### config.mk
export PLATFORM = sky130hd
export DESIGN_NAME = lfu_cell
export DESIGN_NICKNAME = d
export VERILOG_FILES = /design/src/hdl/lfu_pkg.sv /design/src/hdl/lfu_cell.sv
export SDC_FILE = /design/constraint.sdc
export NUM_CORES = 1
export LEC_CHECK = 0
export BUFFER_PORTS_ARGS = -buffer_cell sky130_fd_sc_hd__buf_2
export CORE_AREA = 2 2 174 176
export CTS_CLUSTER_DIAMETER = 50
export CTS_CLUSTER_SIZE = 16
export DETAILED_ROUTE_END_ITERATION = 8
export DIE_AREA = 0 0 176 178
export PLACE_DENSITY = 0.76
export SLEW_MARGIN = 20
export SYNTH_ARGS = -nofsm -noshare
export SYNTH_HDL_FRONTEND = slang
export SYNTH_SLANG_ARGS = --single-unit
### constraint.sdc
create_clock -name aclk -period 6.4 [get_ports aclk]
set_input_delay 0.64 -clock aclk [delete_from_list [all_inputs] [get_ports aclk]]
set_output_delay 0.64 -clock aclk [all_outputs]
set_load 0.03 [all_outputs]
### src/hdl/lfu_pkg.sv
// Shared types and constants for the LFU key table.
package lfu_pkg;
    localparam int CAPACITY   = 16;
    localparam int COUNT_BITS = 16;
    localparam int KEY_W      = 32;
    localparam int STAMP_W    = 32;
    localparam int IDX_W      = (CAPACITY > 1) ? $clog2(CAPACITY) : 1;
    localparam int OCC_W      = $clog2(CAPACITY + 1);
    localparam int CFG_W      = 5;
    localparam int OUT_CNT_W  = 16;

    localparam logic [COUNT_BITS-1:0] COUNT_MAX = '1;
    localparam logic [COUNT_BITS-1:0] COUNT_ONE = COUNT_BITS'(1);

    localparam logic OP_ACCESS = 1'b0;
    localparam logic OP_INSERT = 1'b1;

    localparam logic [1:0] ST_OK      = 2'd0;
    localparam logic [1:0] ST_MISS    = 2'd1;
    localparam logic [1:0] ST_PRESENT = 2'd2;

    typedef enum logic [1:0] {S_IDLE, S_SCAN, S_UPDATE} state_t;

    typedef struct packed {
        logic [KEY_W-1:0]      key;
        logic [STAMP_W-1:0]    seq;
        logic                  hit;
        logic [IDX_W-1:0]      hit_idx;
        logic [COUNT_BITS-1:0] hit_count;
        logic                  have_best;
        logic [IDX_W-1:0]      best_idx;
        logic [COUNT_BITS-1:0] best_count;
        logic [STAMP_W-1:0]    best_age;
        logic [KEY_W-1:0]      best_key;
        logic                  free;
        logic [IDX_W-1:0]      free_idx;
    } probe_t;

    typedef struct packed {
        logic                  hit_en;
        logic [IDX_W-1:0]      hit_idx;
        logic [COUNT_BITS-1:0] hit_count;
        logic                  evict_en;
        logic [IDX_W-1:0]      evict_idx;
        logic                  ins_en;
        logic [IDX_W-1:0]      ins_idx;
        logic [KEY_W-1:0]      key;
        logic [STAMP_W-1:0]    stamp;
    } upd_t;
endpackage

### src/hdl/lfu_cell.sv
// One table slot: holds an entry, folds it into the passing probe, applies updates.
module lfu_cell (
    input  logic                  aclk,
    input  logic                  aresetn,
    input  logic [lfu_pkg::IDX_W-1:0] slot_idx,
    input  lfu_pkg::probe_t       probe_in,
    input  lfu_pkg::upd_t         upd,
    output lfu_pkg::probe_t       probe_out
);
    import lfu_pkg::*;

    logic [KEY_W-1:0]      key_reg;
    logic [STAMP_W-1:0]    stamp_reg;
    logic [COUNT_BITS-1:0] count_reg;
    logic                  valid_reg;
    probe_t                probe_reg, probe_next;
    logic [STAMP_W-1:0]    age;
    logic                  take;

    always_comb begin
        age = probe_in.seq - stamp_reg;
        take = 1'b0;
        probe_next = probe_in;
        if (valid_reg) begin
            if (!probe_in.hit && key_reg == probe_in.key) begin
                probe_next.hit       = 1'b1;
                probe_next.hit_idx   = slot_idx;
                probe_next.hit_count = count_reg;
            end
            if (!probe_in.have_best || count_reg < probe_in.best_count) begin
                take = 1'b1;
            end else if (count_reg == probe_in.best_count) begin
                take = (count_reg == COUNT_ONE) ? (age > probe_in.best_age)
                                                : (age < probe_in.best_age);
            end
            if (take) begin
                probe_next.have_best  = 1'b1;
                probe_next.best_idx   = slot_idx;
                probe_next.best_count = count_reg;
                probe_next.best_age   = age;
                probe_next.best_key   = key_reg;
            end
        end else if (!probe_in.free) begin
            probe_next.free     = 1'b1;
            probe_next.free_idx = slot_idx;
        end
    end

    always_ff @(posedge aclk) begin
        probe_reg <= probe_next;
        if (!aresetn) begin
            valid_reg <= 1'b0;
            count_reg <= '0;
        end else begin
            if (upd.hit_en && upd.hit_idx == slot_idx) begin
                count_reg <= upd.hit_count;
                stamp_reg <= upd.stamp;
            end
            if (upd.evict_en && upd.evict_idx == slot_idx) begin
                valid_reg <= 1'b0;
                count_reg <= '0;
            end
            if (upd.ins_en && upd.ins_idx == slot_idx) begin
                valid_reg <= 1'b1;
                count_reg <= COUNT_ONE;
                key_reg   <= upd.key;
                stamp_reg <= upd.stamp;
            end
        end
    end

    assign probe_out = probe_reg;
endmodule

Word-level counts from Yosys, hierarchy flattened
Index checks and enable logic that the tools add are counted.
{"block": "op_classes", "n_addsub": 1, "multipliers": 0, "n_div": 0, "magnitude_cmp": 3, "n_eq_ne": 6, "n_shift": 0, "muxes": 16, "bitwise": 1, "reduce_logical": 13}
{"op": "2-to-1 mux 106 bit", "n": 1}
{"op": "2-to-1 mux 85 bit", "n": 1}
{"op": "2-to-1 mux 32 bit", "n": 2}
{"op": "equality test 32 bit", "n": 1}
{"op": "greater-than comparator 32 bit", "n": 1}
{"op": "less-than comparator 32 bit", "n": 1}
{"op": "subtractor 32 bit", "n": 1}
{"op": "2-to-1 mux 21 bit", "n": 1}
{"op": "equality test 16 x 1 -> 1 bit (second input constant)", "n": 1}
{"op": "equality test 16 bit", "n": 1}
{"op": "less-than comparator 16 bit", "n": 1}
{"op": "equality test 4 bit", "n": 3}
{"op": "2-to-1 mux 1 bit", "n": 9}
{"op": "2-to-1 mux 5 bit", "n": 1}
{"op": "logical AND 1 bit", "n": 4}
{"op": "2-to-1 mux 4 bit", "n": 1}
{"op": "AND reduction 2 bit", "n": 2}
{"op": "nonzero test 2 bit", "n": 2}
{"op": "nonzero test 3 bit", "n": 1}
{"op": "OR reduction 3 bit", "n": 1}
{"op": "logical NOT 1 bit", "n": 2}
{"op": "logical OR 1 bit", "n": 1}
{"op": "inverter 1 bit", "n": 1}
{"block": "totals", "register_bits": 256, "latchBits": 0, "ramBits": 0, "mem_bits_ro": 0, "inputBits": 276, "memories": 0}

Longest topological paths before layout
Gate-level depths: netlist of run 1.
{"block": "depth", "word_depth": 8, "ltp_mapped": 23, "mapped_depth_nobuf": 21}

Worst setup path before layout of run 1
No wires, ideal clock.
{"block": "synth_timing", "kind": "input -> register", "start": "input probe_in[111] (netlist bit)", "end": "register probe_reg (netlist bit probe_out[29])", "setup_time_ns": 0.121, "t_arrival_ns": 4.807, "setup_slack_ns": 1.472, "cell_stages": 22, "path_buffers": 2, "cell_sequence": "inv_1 -> ha_1 -> inv_1 -> fa_1 -> a21o_1 -> a221oi_2 -> o211ai_1 -> a21o_1 -> a31o_2 -> a31o_1 -> a21oi_1 -> xnor2_1 -> ha_1 -> nand4_1 -> or3_1 -> nor3_1 -> a2111oi_2 -> mux2i_1 -> o31a_1 -> buf_6 -> buf_6 -> mux2_4"}
{"element": "start: declaration", "line_no": "lfu_cell.sv:6", "text": "input lfu_pkg::probe_t probe_in,"}
{"element": "end signal: assignment", "line_no": "lfu_cell.sv:50", "text": "probe_reg <= probe_next;"}
{"element": "end: declaration", "line_no": "lfu_cell.sv:16", "text": "probe_t probe_reg, probe_next;"}

==> impl_metrics.csv, run 1 <==
group,metric,value,unit
die,die_x,176,µm
cts,clk_latency,0.57,ns
worst_setup_path,arrival,6.18,ns
worst_setup_path,crit_chain,"inv_1, ha_1, a21oi_1, nor3_1, a2111oi_0, a21oi_1, nor2_1, nor2_1, o41ai_1, xnor2_1, ha_1, a21o_1, nand3_1, a21oi_1, o21ai_0, a21oi_1, a2111oi_2, mux2i_1, o31a_2, buf_4, mux2_2",
logic_synthesis,synth_nets,1259,
worst_setup_path,cp_num_buf_inv,2,
flow_run,cap_violations,0,
logic_synthesis,synthMostInstantiatedCell,"dfxtp_1",
global_routing,antenna_found_initial,11,
cts,cts_buffers,28,
worst_setup_path,worst_path_most_repeated_cell,"a21oi_1",
cts,cts_resized,0,
cts,cts_root_buffer,"clkbuf_16",
worst_setup_path,critPathCaptureType,"register",
logic_synthesis,postSynth.asyncResetShare,0,%
die,initial_core_util,37.38,%
global_routing,grt_pass1_wl,48490,µm
cts,cts.sinks,256,
die,die-height,178,µm
drt,firstDrtPassIters,5,
sta,slew_headroom,34.24,%
logic_synthesis,synth_edf_count,64,
drt,vias,8608,
worst_setup_path,critical_path_class,"register to register",
worst_setup_path,critical_path_cell_count,21,
worst_setup_path,slowest_delay,0.72,ns
worst_setup_path,r2r-end,"probe_out[5]$_DFF_P_",
drt,drt_iter0_drc,470,
sta,fmax,174.4,MHz
logic_synthesis,ys_types,50,
logic_synthesis,synth-seq-cells,256,
hold_path,min_path_cells,1,
sta,fin_crit_sh,89.58,%
logic_synthesis,synth.avg_cell_area,12.17,µm²
hold_path,hp-class,"input pin to register",
global_routing,grt-ovfl-total,0,
power,p_leak,0.007199,µW
sta,worst_pin_slew,0.9864,ns
worst_setup_path,rr_worst_depth,21,
sta,finalHoldViolCount,0,
drt,postRouteAntennaNets,0,
final_layout,final_util,49.86,%
die,die_area,31330,µm²
global_routing,first_global_vias,8907,
die,core-area,29400,µm²
power,irDropWorstVdd,264.1,µV
outcome,outcome,"complete, no violations",
power,power_density,285.6,nW/µm²
worst_setup_path,crit_path_end,"probe_out[5]$_DFF_P_",
logic_synthesis,netlist_area,10990,µm²
place,post-dp-hpwl,26590,µm
drt,drt-total-wl,33080,µm
cts,tritoncts,"built",
place,routabilityCongestion,0.9288,
global_routing,grt_max_degree,52,
cts,cts_max_path_buffers,3,
place,io_buffers,450,
final_layout,instances_no_fill,1787,
worst_setup_path,cp-start-kind,"register",
logic_synthesis,synth_top_flop_cell,"dfxtp_1",
drt,drt-vias-per-instance,4.817,
logic_synthesis,seq_area_frac_synth,52.46,%
cts,cts_setup_buffers,0,
worst_setup_path,crit_start,"stamp_reg[6]$_DFFE_PP_",
global_routing,grtUsageMet2,37.02,%
sta,fin_skew,0.02413,ns
drt,drcViolationCount,0,
final_layout,largest_register_ffs,175,
cts,htreeDepth,1,
worst_setup_path,r2r-start,"stamp_reg[6]$_DFFE_PP_",
sta,timing.setup.tns,0,ns
global_routing,met3_usage,4.518,%
die,num_rows,63,
sta,grt_setup_unrepaired,"false",
final_layout,area_growth,33.39,%
drt,routedWlPerCell,18.51,µm
worst_setup_path,crit_slowest_cell,"buf_4",
final_layout,regArea,5766,µm²
worst_setup_path,crit_family,"compound AO/OA/AOI/OAI gates",
final_layout,fillers,2622,
sta,maxSlewViolCount,0,
global_routing,grt_most_used_layer,"met2",
logic_synthesis,synth_cells,903,
final_layout,multi_input_area,4781,µm²
logic_synthesis,yosys-top-cells-count,"dfxtp_1, inv_1, ha_1, edfxtp_1, mux2_4",
global_routing,track_usage,20.19,%
final_layout,drive_gt1_share,44.71,%
sta,period_needed,5.733,ns
logic_synthesis,synth_area_leaders,"dfxtp_1, edfxtp_1, ha_1, mux2_4, mux2_2",
worst_setup_path,crit_required,6.85,ns
final_layout,nNetsFinal,1723,
sta,whs,0.1897,ns
die,io_pins,451,
place,dp_cells,1727,
logic_synthesis,synth_area_leader_cell,"dfxtp_1",
sta,setup_viol,0,
cts,clk_pin_slew,0.07,ns
power,finalPower,4188,µW
global_routing,use_met1,22.14,%
logic_synthesis,synth.top_cell.area_share,34.97,%
worst_setup_path,crit_fanout,51,
logic_synthesis,synth_warnings,0,
worst_setup_path,reg2reg_slack,0.67,ns
cts,postCtsHoldBufs,0,
==> power breakdown <==
part	leakage (µW)	internal [µW]	switching (µW)	total, µW
clock	0.000482	964	740	1700
sequential	0.00219	1740	28.0	1770
combinational	0.00453	293	421	714
total	0.00720	3000	1190	4190
==> worst min path at each step <==
| stage | start | endpoint | slack [ns] |
|---|---|---|---|
| after global routing | probe_in[168] | probe_out[168]$_DFF_P_ | 0.18 |
| final | probe_in[111] | probe_out[111]$_DFF_P_ | 0.19 |
| after floorplan | valid_reg$_SDFFE_PN0P_ | probe_out[4]$_SDFF_PN1_ | 0.41 |
| after CTS | probe_in[111] | probe_out[111]$_DFF_P_ | 0.16 |
| after global placement | count_reg[0]$_SDFFE_PN0P_ | probe_out[69]$_DFF_P_ | 0.50 |
| after detailed placement | count_reg[0]$_SDFFE_PN0P_ | probe_out[69]$_DFF_P_ | 0.50 |
==> routing by layer <==
layer | wire, µm | up-vias | share of wire [%]
met2 | 16910 | 355 | 51
li1 | - | 4122 | -
met1 | 12490 | 4056 | 38
met4 | 1443 | 2 | 4.4
met3 | 2218 | 73 | 6.7
met5 | 12 | - | 0.036
==> cell usage in the layout (no fill, tap or decap), types with 24 or more instances in the layout <==
cell and instances:
clkbuf_16 28, xor2_1 25, nor2_1 40, buf_2 450, mux2_4 59, xnor2_1 49
a21o_1 29, nand2_1 24, dfxtp_1 192, ha_1 79, a21oi_1 44, edfxtp_1 64
inv_1 86, mux2_2 47
==> metrics by stage <==
step	area (µm²)	setup WS [ns]
final	14660	0.6668
after global routing	14650	0.2041
after CTS	14640	0.7518
after detailed placement	13640	0.3901
after global placement	13640	0.4309
after floorplan	10990	1.472
==> final cells by class <==
cell class                      count  share of cell area [%]
Tap cell                          390                   3.328
Antenna cell                        8                  0.1366
Clock inverter                     22                   1.997
Multi-Input combinational cell    541                   32.61
Timing Repair Buffer              454                   15.57
Sequential cell                   256                   39.33
Inverter                           86                   2.202
Clock buffer                       30                   4.831
==> kinds of logic after synthesis <==
| group | synth area share (%) |
|---|---|
| buf+inv | 4.121 |
| flops | 52.46 |
| simple gates | 5.726 |
| compound gates | 8.106 |
| fa+ha+maj | 9.176 |
| xor+xnor | 5.897 |
| mux | 14.52 |
Power figures use the tool's default switching activity.
==> run 2: changes to the inputs <==
Settings changed: RECOVER_POWER set to 50.
==> run 2 against run 1 <==
Wire length increased by 0.33%; clock skew about the same; die area unchanged; count of clock-buffer cells in the layout stayed put; highest routed layer unchanged; first-iteration DRC count down 7.0%; worst hold slack better by 0.0013 ns; largest power group unchanged.
==> impl_metrics.csv, run 2 (same netlist as run 1, synthesis figures left out) <==
group,metric,value,unit
power,irDropWorstVdd,259.3,µV
drt,firstDrtPassIters,5,
global_routing,grt_max_degree,52,
die,core-area,29400,µm²
sta,setup_viol,0,
cts,htreeDepth,1,
hold_path,min_from,"probe_in[111]",
sta,period_needed,5.745,ns
power,p_leak,0.006748,µW
cts,tritoncts,"built",
cts,cts_setup_buffers,0,
sta,grt_setup_unrepaired,"false",
place,dp_cells,1727,
worst_setup_path,critical_path_class,"register to register",
worst_setup_path,arrival,6.19,ns
die,io_pins,451,
hold_path,hold-path-endpoint,"probe_out[111]$_DFF_P_",
flow_run,cap_violations,0,
worst_setup_path,r2r-end,"probe_out[5]$_DFF_P_",
drt,drt-vias-per-instance,4.833,
final_layout,area_growth,31.45,%
drt,drt-total-wl,33190,µm
outcome,outcome,"complete, no violations",
worst_setup_path,rr_worst_depth,21,
drt,postRouteAntennaNets,0,
die,die_x,176,µm
cts,cts_buffers,28,
sta,fin_skew,0.02409,ns
sta,finalHoldViolCount,0,
sta,fmax,174.1,MHz
hold_path,min_path_cells,1,
final_layout,instances_no_fill,1787,
place,routabilityCongestion,0.9288,
final_layout,fillers,2714,
sta,maxSlewViolCount,0,
worst_setup_path,r2r-start,"stamp_reg[6]$_DFFE_PP_",
cts,clk_pin_slew,0.07,ns
drt,routedWlPerCell,18.57,µm
cts,cts_root_buffer,"clkbuf_16",
place,dpl_cell_area,13640,µm²
global_routing,antenna_found_initial,10,
global_routing,first_global_vias,8907,
final_layout,drive_gt1_share,32.90,%
final_layout,post-route-cell-area,14450,µm²
final_layout,layout_common_cells,"buf_2, dfxtp_1, clkbuf_1",
worst_setup_path,slowest_delay,0.72,ns
global_routing,grt-ovfl-total,0,
final_layout,nNetsFinal,1723,
global_routing,grt_pass1_wl,48490,µm
drt,drcViolationCount,0,
sta,whs,0.1910,ns
cts,postCtsHoldBufs,0,
drt,drt_iter0_drc,437,
die,die_area,31330,µm²
final_layout,final_common_cell,"buf_2",
cts,cts.sinks,256,
sta,slew_headroom,7.613,%
sta,fin_crit_sh,89.77,%
worst_setup_path,reg2reg_slack,0.66,ns
worst_setup_path,crit_required,6.84,ns
die,num_rows,63,
final_layout,largest_register_ffs,175,
worst_setup_path,crit_chain,"inv_1, ha_1, a21oi_1, nor3_1, a2111oi_0, a21oi_1, nor2_1, nor2_1, o41ai_1, xnor2_1, ha_1, a21o_1, nand3_1, a21oi_1, o21ai_0, a21oi_1, a2111oi_2, mux2i_1, o31a_2, buf_4, mux2_2",
sta,timing.setup.tns,0,ns
sta,worst_pin_slew,1.386,ns
hold_path,hp-class,"input pin to register",
worst_setup_path,critPathCaptureType,"register",
place,post-dp-hpwl,26590,µm
drt,vias,8637,
power,power_density,288.7,nW/µm²
die,initial_core_util,37.38,%
worst_setup_path,cp-start-kind,"register",
power,finalPower,4171,µW
worst_setup_path,crit_fanout,51,
cts,cts_resized,0,
cts,clk_latency,0.57,ns
place,io_buffers,450,
global_routing,track_usage,20.19,%
worst_setup_path,worst_path_most_repeated_cell,"a21oi_1",
die,die-height,178,µm
cts,cts_max_path_buffers,3,
worst_setup_path,crit_slowest_cell,"buf_4",
[run 2: critical path: cells and delay by family, from the launching register on]
family                     cells  cell delay (ns)
muxes                          2             0.65
adders and majority gates      2             0.63
AOI/OAI and AO/OA             10             2.49
DFF                            1             0.33
and+or+nand+nor                4             0.52
xor gates and xnor gates       1             0.20
buffers and inverters          2             0.76
[run 2: worst max-delay path by stage]
stage                            end                   start  slack, ns  cells after the start
2_1_floorplan  probe_out[29]$_DFF_P_           probe_in[111]       1.47                     22
3_3_place_gp   probe_out[24]$_DFF_P_           probe_in[117]       0.43                     21
3_5_place_dp    probe_out[5]$_DFF_P_           probe_in[111]       0.39                     22
4_1_cts         probe_out[5]$_DFF_P_  stamp_reg[6]$_DFFE_PP_       0.75                     21
5_1_grt         probe_out[5]$_DFF_P_  stamp_reg[6]$_DFFE_PP_       0.20                     21
6_report        probe_out[5]$_DFF_P_  stamp_reg[6]$_DFFE_PP_       0.66                     21
[run 2: final cells by class]
class / count / area (µm²) / share of cell area [%]
inverters: 86 / 322.8 / 2.234
diodes: 8 / 20.02 / 0.1386
clock inverters: 22 / 292.8 / 2.027
repair buffers: 454 / 2076 / 14.37
well taps: 390 / 488.0 / 3.378
multi-input cells: 541 / 4775 / 33.05
clock buffers: 30 / 708.2 / 4.902
flip-flops and latches: 256 / 5766 / 39.91
[run 2: where the power goes]
| group | total, µW | switching [µW] | internal (µW) |
|---|---|---|---|
| combinational | 697 | 420 | 277 |
| clock | 1700 | 739 | 964 |
| sequential | 1770 | 29.3 | 1740 |
[run 2: stage by stage]
step,utilization [%],setup slack (ns)
after global routing,49.11,0.2041
final,49.14,0.6550
after floorplan,-,1.472
after global placement,46.39,0.4309
after detailed placement,46.39,0.3901
after CTS,49.79,0.7518
[run 2: routing by layer]
layer	up-vias	routed length, µm	global-route usage (%)
met5	-	12	0
met4	2	1403	9.539
met3	71	2184	4.518
li1	4127	-	-
met2	363	16980	37.02
met1	4074	12610	22.14
==> run 3: changes to the inputs <==
Settings changed: CORE_AREA 2 2 174 176 to 2 2 177 179, DIE_AREA 0 0 176 178 to 0 0 179 181, PLACE_DENSITY 0.76 to 0.74.
==> run 3 against run 2 <==
Core utilization fell by 1.7 points; largest power group unchanged; wire length is 0.46% lower; sequential share of layout area is 0.15 points higher.
==> impl_metrics.csv, run 3 (same netlist as run 1, synthesis figures left out) <==
group,metric,value,unit
drt,postRouteAntennaNets,0,
worst_setup_path,critPathCaptureType,"register",
power,finalPower,4114,µW
worst_setup_path,arrival,6.27,ns
sta,fmax,171.7,MHz
die,initial_core_util,36.21,%
power,seqPwrFrac,43.0,%
worst_setup_path,crit_slowest_cell,"a2111oi_0",
worst_setup_path,slowest_delay,0.81,ns
worst_setup_path,crit_required,6.84,ns
final_layout,regArea,5766,µm²
sta,fin_skew,0.01985,ns
sta,slew_headroom,11.96,%
drt,firstDrtPassIters,5,
cts,cts_root_buffer,"clkbuf_16",
final_layout,largest_register_ffs,175,
power,switchingPower,1154,µW
die,die_area,32400,µm²
cts,cts_buffers,27,
worst_setup_path,rr_worst_depth,20,
cts,htreeDepth,1,
global_routing,grt-ovfl-total,0,
final_layout,final_common_cell,"buf_2",
worst_setup_path,r2r-end,"probe_out[20]$_DFF_P_",
cts,cts_setup_buffers,0,
drt,drt_iter0_drc,326,
worst_setup_path,reg2reg_slack,0.57,ns
global_routing,antenna_found_initial,11,
die,die-height,181,µm
cts,clk_pin_slew,0.07,ns
final_layout,fillers,2869,
sta,setup_viol,0,
place,dpl_cell_area,13650,µm²
place,routabilityCongestion,0.8808,
sta,worst_pin_slew,1.321,ns
sta,period_needed,5.825,ns
sta,whs,0.2097,ns
worst_setup_path,crit_chain,"inv_1, ha_1, a21oi_1, nor3_1, a2111oi_0, a21oi_1, nor2_1, nor2_1, nor2_1, xnor2_1, ha_1, nand4_1, a2111oi_0, a211oi_1, o21ai_1, a2111oi_2, mux2i_1, o31a_2, buf_12, mux2_2",
die,num_rows,64,
sta,fin_crit_sh,91.02,%
worst_setup_path,crit_family,"compound AO/OA/AOI/OAI gates",
hold_path,hp-class,"input pin to register",
hold_path,min_path_cells,1,
worst_setup_path,crit_fanout,84,
final_layout,nNetsFinal,1721,
final_layout,multi_input_area,4781,µm²
global_routing,track_usage,19.64,%
cts,cts.sinks,256,
die,die_x,179,µm
flow_run,cap_violations,0,
sta,timing.setup.tns,0,ns
final_layout,area_growth,30.98,%
power,power_frac_comb,16.9,%
worst_setup_path,r2r-start,"stamp_reg[6]$_DFFE_PP_",
place,dp_cells,1732,
hold_path,hold-path-endpoint,"probe_out[119]$_DFF_P_",
power,power_density,285.8,nW/µm²
drt,drcViolationCount,0,
drt,routedWlPerCell,18.50,µm
global_routing,grt_max_degree,85,
global_routing,grt_pass1_wl,48510,µm
worst_setup_path,cp_num_buf_inv,2,
power,pwr-share-clk,40.1,%
worst_setup_path,critical_path_class,"register to register",
hold_path,min_from,"probe_in[119]",
worst_setup_path,worst_path_most_repeated_cell,"nor2_1",
worst_setup_path,cp-start-kind,"register",
die,io_pins,451,
power,swShare,28.05,%
drt,drt-total-wl,33040,µm
final_layout,layout_common_cells,"buf_2, dfxtp_1, clkbuf_1",
power,irDropWorstVdd,241.8,µV
sta,finalHoldViolCount,0,
place,post-dp-hpwl,26480,µm
die,core-area,30350,µm²
final_layout,instances_no_fill,1786,
sta,maxSlewViolCount,0,
power,p_leak,0.006696,µW
outcome,outcome,"complete, no violations",
drt,vias,8542,
cts,postCtsHoldBufs,0,
place,io_buffers,450,
cts,tritoncts,"built",
final_layout,drive_gt1_share,31.60,%
sta,grt_setup_unrepaired,"false",
cts,cts_resized,0,
cts,cts_max_path_buffers,3,
drt,drt-vias-per-instance,4.783,
global_routing,first_global_vias,8935,
cts,clk_latency,0.56,ns
power,p_int,2960,µW
final_layout,post-route-cell-area,14400,µm²
run 3: changes by cell type in the layout (fill, tap and decap cells not counted), sizes merged:
| cell | before | now |
|---|---|---|
| buf | 291 | 273 |
| bufinv | 3 | 2 |
| clkbuf | 193 | 214 |
| clkinvlp | 2 | 0 |
| diode | 8 | 4 |
| inv | 94 | 91 |
run 3: final cells by class:
| cell class | instances | share of cell area [%] |
|---|---|---|
| sequential | 256 | 40.05 |
| multi-input combinational | 541 | 33.21 |
| timing repair buffer | 453 | 14.31 |
| clock buffer | 34 | 5.241 |
| tap | 396 | 3.442 |
| inverter | 86 | 2.242 |
| clock inverter | 16 | 1.434 |
| antenna | 4 | 0.06953 |
run 3: per-layer routing:
| layer | vias to the layer above | wire length [µm] | track usage, % |
|---|---|---|---|
| met5 | - | 43 | 0 |
| met4 | 6 | 1235 | 7.740 |
| met3 | 80 | 2159 | 4.566 |
| met2 | 334 | 16970 | 36.08 |
| met1 | 4004 | 12630 | 21.51 |
| li1 | 4118 | - | - |
run 3: how the worst max path moves through the flow:
stage,start,endpoint,slack [ns],cells after the start
after floorplan,probe_in[111],probe_out[29]$_DFF_P_,1.47,22
after global placement,probe_in[117],probe_out[11]$_DFF_P_,0.39,20
after detailed placement,probe_in[117],probe_out[15]$_DFF_P_,0.36,20
after CTS,stamp_reg[6]$_DFFE_PP_,probe_out[13]$_DFF_P_,0.74,20
after global routing,stamp_reg[8]$_DFFE_PP_,probe_out[20]$_DFF_P_,0.27,20
final,stamp_reg[6]$_DFFE_PP_,probe_out[20]$_DFF_P_,0.57,20
run 3: power by group through the flow:
stage	combinational, µW	sequential, µW	clock (µW)
after floorplan	314	1940	0
after global placement	698	1800	0
after detailed placement	712	1800	0
after CTS	716	1770	1680
after global routing	755	1780	1740
final	697	1770	1650
run 3: stage by stage:
step / worst slack (ns) / utilization [%]
3_5_place_dp: 0.3551 / 44.98
5_1_grt: 0.2728 / 47.43
3_3_place_gp: 0.3903 / 44.98
4_1_cts: 0.7450 / 48.15
6_report: 0.5748 / 47.43
2_1_floorplan: 1.472 / -
